File: src/rtl/sds_pkg.sv
// Types and constants of the stencil derivative stream
package sds_pkg;

    localparam int SAMPLE_W = 16;
    localparam int DIFF_W   = 21;
    localparam int MAG_W    = 20;
    localparam int QUOT_W   = 19;
    localparam int STEP_W   = 16;
    localparam int DERIV_W  = 32;
    localparam int PROD1_W  = 40;
    localparam int QR_W     = 36;
    localparam int MR_W     = 17;
    localparam int TP_W     = 33;
    localparam int SUM_W    = 37;
    localparam int SEEN_W   = 3;
    localparam int ADDR_W   = 3;
    localparam int DATA_W   = 32;

    localparam logic [MAG_W-1:0]  RECIP3_WIDE   = 20'hAAAAB;
    localparam int                RECIP3_W_SH   = 21;
    localparam logic [STEP_W-1:0] RECIP3_NARROW = 16'hAAAB;
    localparam int                RECIP3_N_SH   = 17;

    localparam logic [SUM_W-1:0]   MAG_NEG_LIMIT = 37'h0_8000_0000;
    localparam logic [SUM_W-1:0]   MAG_POS_LIMIT = 37'h0_7FFF_FFFF;
    localparam logic [DERIV_W-1:0] DERIV_MIN     = 32'h8000_0000;
    localparam logic [DERIV_W-1:0] DERIV_MAX     = 32'h7FFF_FFFF;

    localparam logic [STEP_W-1:0] STEP_RESET = 16'd256;
    localparam logic [SEEN_W-1:0] SEEN_MAX   = 3'd4;
    localparam logic [SEEN_W-1:0] SEEN_TWO   = 3'd2;
    localparam logic [SEEN_W-1:0] SEEN_THREE = 3'd3;

    typedef logic [1:0] t_kind;
    localparam t_kind DIV_ONE    = 2'd0;
    localparam t_kind DIV_TWO    = 2'd1;
    localparam t_kind DIV_TWELVE = 2'd2;

    typedef logic signed [SAMPLE_W-1:0] t_sample;
    typedef logic signed [DIFF_W-1:0]   t_diff;

    typedef struct packed {
        t_diff diff;
        t_kind kind;
        logic  short_rec;
        logic  last;
    } t_desc;

endpackage

File: src/rtl/stencil_derivative_stream_core.sv
// Streaming derivative of a sample record: sample window, result queue, register port
// A sample is taken in every cycle while o_ready is high; each sample from
// the third on yields the derivative of the sample two places back, and the
// record's last sample queues the final three results (one or two zero
// results flagged short for a record of one or two samples), so the input
// holds off at the end of each record until a single queued result is left.
// The three-entry result queue feeds one result per cycle, when not stalled,
// into a five-stage scaling pipeline (multiply by the step reciprocal, exact
// divide by 2 or 12 through shifts and reciprocal multiplies by 3, saturate).
// Write step_reciprocal only while no record is in flight.
module stencil_derivative_stream_core import sds_pkg::*; (
    input  logic                      i_clk,
    input  logic                      i_rst_n,
    input  logic                      i_valid,
    output logic                      o_ready,
    input  logic signed [SAMPLE_W-1:0] i_sample,
    input  logic                      i_record_end,
    output logic                      o_valid,
    input  logic                      i_ready,
    output logic signed [DERIV_W-1:0] o_derivative,
    output logic                      o_short_record,
    output logic                      o_last_result,
    input  logic                      psel,
    input  logic                      penable,
    input  logic                      pwrite,
    input  logic [ADDR_W-1:0]         paddr,
    input  logic [DATA_W-1:0]         pwdata,
    output logic [DATA_W-1:0]         prdata,
    output logic                      pready
);

    logic [STEP_W-1:0] r_step;
    t_sample           r_win [4];
    logic [SEEN_W-1:0] r_seen;
    t_desc             r_fd [3];
    logic [1:0]        r_fn;

    logic    accept;
    logic    emit;
    logic    s_ready;
    t_desc   lag;
    t_desc   n_fd [3];
    logic [1:0] n_fn;
    t_diff   c_x, w0_x, w1_x, w2_x, w3_x;

    assign pready = 1'b1;
    assign prdata = paddr[2] ? '0 : {{(DATA_W-STEP_W){1'b0}}, r_step};

    always_ff @(posedge i_clk) begin
        if (!i_rst_n) begin
            r_step <= STEP_RESET;
        end else if (psel && penable && pwrite && !paddr[2]) begin
            r_step <= pwdata[STEP_W-1:0];
        end
    end

    assign accept  = i_valid && o_ready;
    assign emit    = (r_fn != 2'd0) && s_ready;
    assign o_ready = (r_fn == 2'd0) || ((r_fn == 2'd1) && s_ready);

    always_comb begin
        c_x  = {{(DIFF_W-SAMPLE_W){i_sample[SAMPLE_W-1]}}, i_sample};
        w0_x = {{(DIFF_W-SAMPLE_W){r_win[0][SAMPLE_W-1]}}, r_win[0]};
        w1_x = {{(DIFF_W-SAMPLE_W){r_win[1][SAMPLE_W-1]}}, r_win[1]};
        w2_x = {{(DIFF_W-SAMPLE_W){r_win[2][SAMPLE_W-1]}}, r_win[2]};
        w3_x = {{(DIFF_W-SAMPLE_W){r_win[3][SAMPLE_W-1]}}, r_win[3]};

        lag.short_rec = 1'b0;
        lag.last      = 1'b0;
        case (r_seen)
            SEEN_TWO: begin
                lag.diff = w0_x - w1_x;
                lag.kind = DIV_ONE;
            end
            SEEN_THREE: begin
                lag.diff = w0_x - w2_x;
                lag.kind = DIV_TWO;
            end
            default: begin
                lag.diff = ((w0_x - w2_x) <<< 3) - (c_x - w3_x);
                lag.kind = DIV_TWELVE;
            end
        endcase

        n_fd[0] = lag;
        n_fd[1] = '{diff: c_x - w1_x, kind: DIV_TWO, short_rec: 1'b0, last: 1'b0};
        n_fd[2] = '{diff: c_x - w0_x, kind: DIV_ONE, short_rec: 1'b0, last: 1'b1};
        n_fn    = 2'd0;

        if (r_seen < SEEN_TWO) begin
            n_fd[0] = '{diff: '0, kind: DIV_ONE, short_rec: 1'b1, last: (r_seen == '0)};
            n_fd[1] = '{diff: '0, kind: DIV_ONE, short_rec: 1'b1, last: 1'b1};
            n_fn    = i_record_end ? (r_seen[1:0] + 2'd1) : 2'd0;
        end else begin
            n_fn = i_record_end ? 2'd3 : 2'd1;
        end
    end

    // window and sample count
    always_ff @(posedge i_clk) begin
        if (!i_rst_n) begin
            r_seen <= '0;
            for (int i = 0; i < 4; i++) r_win[i] <= '0;
        end else if (accept) begin
            if (i_record_end) begin
                r_seen <= '0;
                for (int i = 0; i < 4; i++) r_win[i] <= '0;
            end else begin
                if (r_seen < SEEN_MAX) r_seen <= r_seen + SEEN_W'(1);
                r_win[0] <= i_sample;
                r_win[1] <= r_win[0];
                r_win[2] <= r_win[1];
                r_win[3] <= r_win[2];
            end
        end
    end

    // pending result requests
    always_ff @(posedge i_clk) begin
        if (!i_rst_n) begin
            r_fn <= 2'd0;
        end else if (accept) begin
            r_fn <= n_fn;
        end else if (emit) begin
            r_fn <= r_fn - 2'd1;
        end
    end

    always_ff @(posedge i_clk) begin
        if (accept) begin
            r_fd[0] <= n_fd[0];
            r_fd[1] <= n_fd[1];
            r_fd[2] <= n_fd[2];
        end else if (emit) begin
            r_fd[0] <= r_fd[1];
            r_fd[1] <= r_fd[2];
        end
    end

    sds_scale u_scale (
        .i_clk          (i_clk),
        .i_rst_n        (i_rst_n),
        .i_step         (r_step),
        .i_valid        (r_fn != 2'd0),
        .o_ready        (s_ready),
        .i_desc         (r_fd[0]),
        .o_valid        (o_valid),
        .i_ready        (i_ready),
        .o_derivative   (o_derivative),
        .o_short_record (o_short_record),
        .o_last_result  (o_last_result)
    );

endmodule

File: src/rtl/sds_scale.sv
// Scaling pipeline: difference times step reciprocal, exact divide, saturate
module sds_scale import sds_pkg::*; (
    input  logic                      i_clk,
    input  logic                      i_rst_n,
    input  logic [STEP_W-1:0]         i_step,
    input  logic                      i_valid,
    output logic                      o_ready,
    input  t_desc                     i_desc,
    output logic                      o_valid,
    input  logic                      i_ready,
    output logic signed [DERIV_W-1:0] o_derivative,
    output logic                      o_short_record,
    output logic                      o_last_result
);

    logic        r_v1, r_v2, r_v3, r_v4, r_ov;
    logic        rdy1, rdy2, rdy3, rdy4, rdy_o;

    t_desc       r_d1;

    logic [MAG_W-1:0]  r_a2;
    logic [QUOT_W-1:0] r_qd2;
    logic        r_neg2, r_short2, r_last2;
    t_kind       r_kind2;

    logic [MAG_W-1:0] r_q3;
    logic [1:0]  r_m3;
    logic        r_neg3, r_short3, r_last3;
    t_kind       r_kind3;

    logic [QR_W-1:0]   r_qr4;
    logic [STEP_W-1:0] r_t4;
    logic        r_neg4, r_short4, r_last4;
    t_kind       r_kind4;

    logic [DERIV_W-1:0] r_deriv;
    logic        r_short_o, r_last_o;

    logic              neg1;
    logic [DIFF_W-1:0] abs_full;
    logic [MAG_W-1:0]  a1;
    logic [PROD1_W-1:0] prod1;

    logic [MAG_W-1:0]  q2;
    logic [DIFF_W-1:0] three_q;
    logic [DIFF_W-1:0] m_full;
    logic [MAG_W-1:0]  n_q3;
    logic [1:0]        n_m3;

    logic [QR_W-1:0]  qr;
    logic [MR_W-1:0]  mr;
    logic [TP_W-1:0]  tp;

    logic [SUM_W-1:0]   sum;
    logic [SUM_W-1:0]   mag;
    logic [DERIV_W-1:0] n_deriv;

    assign rdy_o   = !r_ov || i_ready;
    assign rdy4    = !r_v4 || rdy_o;
    assign rdy3    = !r_v3 || rdy4;
    assign rdy2    = !r_v2 || rdy3;
    assign rdy1    = !r_v1 || rdy2;
    assign o_ready = rdy1;

    always_comb begin
        neg1     = r_d1.diff[DIFF_W-1];
        abs_full = neg1 ? (~r_d1.diff + DIFF_W'(1)) : r_d1.diff;
        a1       = abs_full[MAG_W-1:0];
        prod1    = a1 * RECIP3_WIDE;
    end

    always_comb begin
        q2      = {1'b0, r_qd2};
        three_q = {q2, 1'b0} + {1'b0, q2};
        m_full  = {1'b0, r_a2} - three_q;
        case (r_kind2)
            DIV_TWELVE: begin
                n_q3 = q2;
                n_m3 = m_full[1:0];
            end
            default: begin
                n_q3 = r_a2;
                n_m3 = 2'd0;
            end
        endcase
    end

    always_comb begin
        qr = r_q3 * i_step;
        case (r_m3)
            2'd1:    mr = {1'b0, i_step};
            2'd2:    mr = {i_step, 1'b0};
            default: mr = '0;
        endcase
        tp = mr * RECIP3_NARROW;
    end

    always_comb begin
        sum = {1'b0, r_qr4} + {{(SUM_W-STEP_W){1'b0}}, r_t4};
        case (r_kind4)
            DIV_TWO:    mag = sum >> 1;
            DIV_TWELVE: mag = sum >> 2;
            default:    mag = sum;
        endcase
        if (r_neg4) begin
            n_deriv = (mag > MAG_NEG_LIMIT) ? DERIV_MIN : (~mag[DERIV_W-1:0] + DERIV_W'(1));
        end else begin
            n_deriv = (mag > MAG_POS_LIMIT) ? DERIV_MAX : mag[DERIV_W-1:0];
        end
    end

    always_ff @(posedge i_clk) begin
        if (!i_rst_n) begin
            r_v1 <= 1'b0;
            r_v2 <= 1'b0;
            r_v3 <= 1'b0;
            r_v4 <= 1'b0;
            r_ov <= 1'b0;
        end else begin
            if (rdy1) r_v1 <= i_valid;
            if (rdy2) r_v2 <= r_v1;
            if (rdy3) r_v3 <= r_v2;
            if (rdy4) r_v4 <= r_v3;
            if (rdy_o) r_ov <= r_v4;
        end
    end

    always_ff @(posedge i_clk) begin
        if (rdy1) begin
            r_d1 <= i_desc;
        end
        if (rdy2) begin
            r_a2     <= a1;
            r_qd2    <= prod1[PROD1_W-1:RECIP3_W_SH];
            r_neg2   <= neg1;
            r_kind2  <= r_d1.kind;
            r_short2 <= r_d1.short_rec;
            r_last2  <= r_d1.last;
        end
        if (rdy3) begin
            r_q3     <= n_q3;
            r_m3     <= n_m3;
            r_neg3   <= r_neg2;
            r_kind3  <= r_kind2;
            r_short3 <= r_short2;
            r_last3  <= r_last2;
        end
        if (rdy4) begin
            r_qr4    <= qr;
            r_t4     <= tp[TP_W-1:RECIP3_N_SH];
            r_neg4   <= r_neg3;
            r_kind4  <= r_kind3;
            r_short4 <= r_short3;
            r_last4  <= r_last3;
        end
        if (rdy_o) begin
            r_deriv   <= n_deriv;
            r_short_o <= r_short4;
            r_last_o  <= r_last4;
        end
    end

    assign o_valid        = r_ov;
    assign o_derivative   = r_deriv;
    assign o_short_record = r_short_o;
    assign o_last_result  = r_last_o;

endmodule

File: config.mk
export PLATFORM = sky130hd
export DESIGN_NAME = stencil_derivative_stream_core
export DESIGN_NICKNAME = d
export VERILOG_FILES = /design/src/rtl/sds_pkg.sv /design/src/rtl/stencil_derivative_stream_core.sv /design/src/rtl/sds_scale.sv
export SDC_FILE = /design/constraint.sdc
export NUM_CORES = 2
export LEC_CHECK = 0
export BUFFER_PORTS_ARGS = -buffer_cell sky130_fd_sc_hd__buf_4
export CAP_MARGIN = 10
export CORE_MARGIN = 4
export CORE_UTILIZATION = 35
export CTS_BUF_LIST = sky130_fd_sc_hd__clkbuf_4 sky130_fd_sc_hd__clkbuf_8
export DETAILED_ROUTE_END_ITERATION = 8
export GPL_ROUTABILITY_DRIVEN = 0
export PLACE_DENSITY = 0.49
export SETUP_SLACK_MARGIN = 0.15
export SLEW_MARGIN = 5
export SYNTH_ARGS = -nofsm -noshare
export SYNTH_HDL_FRONTEND = slang
export SYNTH_SLANG_ARGS = --single-unit
File: constraint.sdc
create_clock -name i_clk -period 20.9 [get_ports i_clk]
set_clock_uncertainty 0.1 [all_clocks]
set_input_delay 4.18 -clock i_clk [delete_from_list [all_inputs] [get_ports i_clk]]
set_output_delay 4.18 -clock i_clk [all_outputs]
set_load 0.005 [all_outputs]
==> summary.md <==
| Metric | Value |
|---|---|
| Synthesized cell area | 41600 µm² |
| Hold-fix buffers at CTS | 0 |
| Routed wire length | 105000 µm |
| Share of the yosys chip area belonging to registers | 23.5% |
| Later-pin clock latency in the skew report | 680 ps |
| Die W | 353 µm |
| Crit path DAT | 5730 ps |
| Vias in the first global route | 30.4k |
| CTS tree | yes |
| Post-Syn Instances | 4226 |
| Top cell type's share of synthesized area | 24.0% |
| Fin nets | 5381 |
| Minimum clock period | 10010 ps |
| Setup_tns | 0 ps |
| Die ar. | 124000 µm² |
| Final-report hold violation count | 0 |
| Antenna viol nets, final | 0 |
| DP HPWL | 84200 µm |
| Post-synth EDFFs | 297 |
| Initial antenna violation count | 5 |
| Relative slew slack | 16.3% |
| Routed vias | 29.0k |
| Post-synth cell types | 97 |
| GRT Residual Overflow | 0 |
| CTS Buf Count | 68 |
| Final setup violating endpoints | 0 |
| Reg clk slew, reported paths | 50 ps |
| Max-Cap Viols | 0 |
| Area Growth Syn to Fin | 8.86% |
| YS warnings | 0 |
| Chip height | 353 µm |
| Crit Path Max Fanout | 28 |
| Drt first pass iters | 5 |
| Share of layout cells above drive strength 1 | 7.40% |
| Resize count post-CTS | 0 |
| Number of remaining DRC errors | 0 |
| Gr usage total | 16.9% |
| Status | finished, final reports clean |
| Unrepaired setup endpoints after global routing | false |
| Highest clock rate | 0.0999 GHz |
| Area contributors post-synth | fa_1 24%, edfxtp_1 21%, ha_1 16% |
| Pin slew with the least headroom to its limit | 1220 ps |
| Largest area contributor in the netlist | fa_1 |
| Worst hold path class | flip-flop to flip-flop |
| DRT iter0 DRCs | 1511 |
| DR vias/cell | 4.94 |
| Row cnt | 126 |
| Fillers | 11.8k |
| Post-CTS setup buffer count | 0 |
| Root buffer cell | clkbuf_8 |
| WL/cell | 17.8 µm |
| Post-synth top flop | edfxtp_1 |
| I/O pin total | 128 |
| Post-synth ARST share | 0% |
| Port Buf Inserts | 92 |
| Final period util | 47.9% |
| Clk buf depth | 3 |
| Worst Setup Start Kind | primary input |
| First-pass GRT wire length | 168000 µm |
| Core ar. | 118000 µm² |
| Initial Utilization | 35.2% |
| Crit path kind | primary input to output pin |
| Number of synthesized register bits | 339 |
| Clock Sinks | 339 |
| CP required | 16620 ps |
| Largest net degree at the start of global routing | 60 |
| # H-tree levels | 3 |
| Syn Area/Cell | 9.84 µm² |
| Crit. End Element | output pin |
| Final Max Slew Viols | 0 |
## path summary, 6_finish.rpt
kind,cells past startpoint,to,slack (ps),start
hold / removal,0,u_scale.r_last3,320,u_scale.r_last2
setup reg to reg,25,u_scale.r_qd2[18],11240,u_scale.r_d1[7]
setup / recovery,8,o_ready,10890,i_ready
hold reg to reg,0,u_scale.r_last3,320,u_scale.r_last2
## through the flow
stage / hold WS [ps] / instances / setup WS, ps / util (%) / instance area (µm²)
floorplan: 300 / 4241 / 10940 / - / 41600
global placement: 301 / 5750 / 10950 / 37.2 / 43900
detailed placement: 305 / 5750 / 10920 / 37.2 / 43900
CTS: 313 / 5871 / 10920 / 38.3 / 45300
global route: 322 / 5874 / 10660 / 38.3 / 45300
finish: 317 / 5874 / 10890 / 38.3 / 45300
## synthesized netlist by cell type (22+ instances only)
cell type  instances
a211oi_1          22
a21boi_0          27
a21o_1            55
a21oi_1          159
a22oi_1           33
a31oi_1           24
and2_1           161
and3_1            27
clkbuf_1         130
dfxtp_1           42
edfxtp_1         297
fa_1             498
ha_1             540
inv_1            754
mux2_2            22
nand2_1          411
nand3_1           61
nor2_1           144
nor2b_1           58
nor3_1            64
o21a_1            30
o21ai_0          120
or2_2             27
xnor2_1          116
xor2_1            59
## flip-flops by register name (all words and copies together), names as in the netlist, 3 cells and up
signal	flops
u_scale.r_t4	16
u_scale.r_q3	20
u_scale.r_a2	20
r_fd	62
u_scale.r_qr4	36
r_win	64
r_seen	3
u_scale.r_d1	24
r_step	16
u_scale.r_qd2	19
u_scale.o_derivative	32
## cells in the final DEF, fill, tap and decap left out, types with 15 or more instances in the layout
master and count:
a21o_1 55, o21a_1 30, buf_4 133, a21oi_1 159, or3_1 20, a31oi_1 24, inv_1 753, a21boi_0 27
o31ai_1 17, nor2_1 143, conb_1 17, a211oi_1 22, clkbuf_4 15, or2_2 27, nand2_1 409, edfxtp_1 297
and2_1 161, clkinv_1 19, nand3_1 61, clkbuf_8 69, a22oi_1 33, xor2_1 59, nand2b_1 19, nor3_1 64
o21ai_0 120, mux2_2 22, fa_1 498, o211ai_1 17, dfxtp_1 42, nor2b_1 57, nand4_1 20, and3_1 27
xnor2_1 114, ha_1 540
## cell type report
class	count	area (µm²)	share of cell area (%)
well taps	1536	1920	4.25
clock inverters	37	298	0.658
inverters	755	2830	6.26
multi-input cells	2987	28400	62.7
repair buffers	133	998	2.21
flip-flops and latches	339	9760	21.6
diodes	3	7.51	0.0166
clock buffers	84	1060	2.35
## critical path, cell delays in order
cell,delay [ps]
buf_4,110
nor2b_1,210
and3_1,310
nand3_1,100
buf_4,250
a21oi_1,310
inv_1,110
buf_4,150
## metal layers
layer,vias up,share of wire (%),global-route usage (%)
met1,14300,47,23.3
met4,2,2.0,3.79
met5,-,0.014,0
met3,129,4.0,2.55
met2,462,47,28.0
li1,14200,-,-
## kinds of logic (layout without fill, tap and decap cells)
family	count (synthesis)	in the layout	synth area share [%]
AO/OA/AOI/OAI	650	650	10.6
XOR/XNOR	175	175	3.69
adder cells (fa/ha/maj)	1038	1038	40.2
buffers and inverters	915	1009	8.47
flip-flops	339	339	23.5
multiplexers	25	25	0.668
other	2	20	0.0181
AND/OR/NAND/NOR	1082	1082	12.9
Power is not shown: default switching activity piles up to over one toggle a cycle in this logic, so the estimate is an artifact.
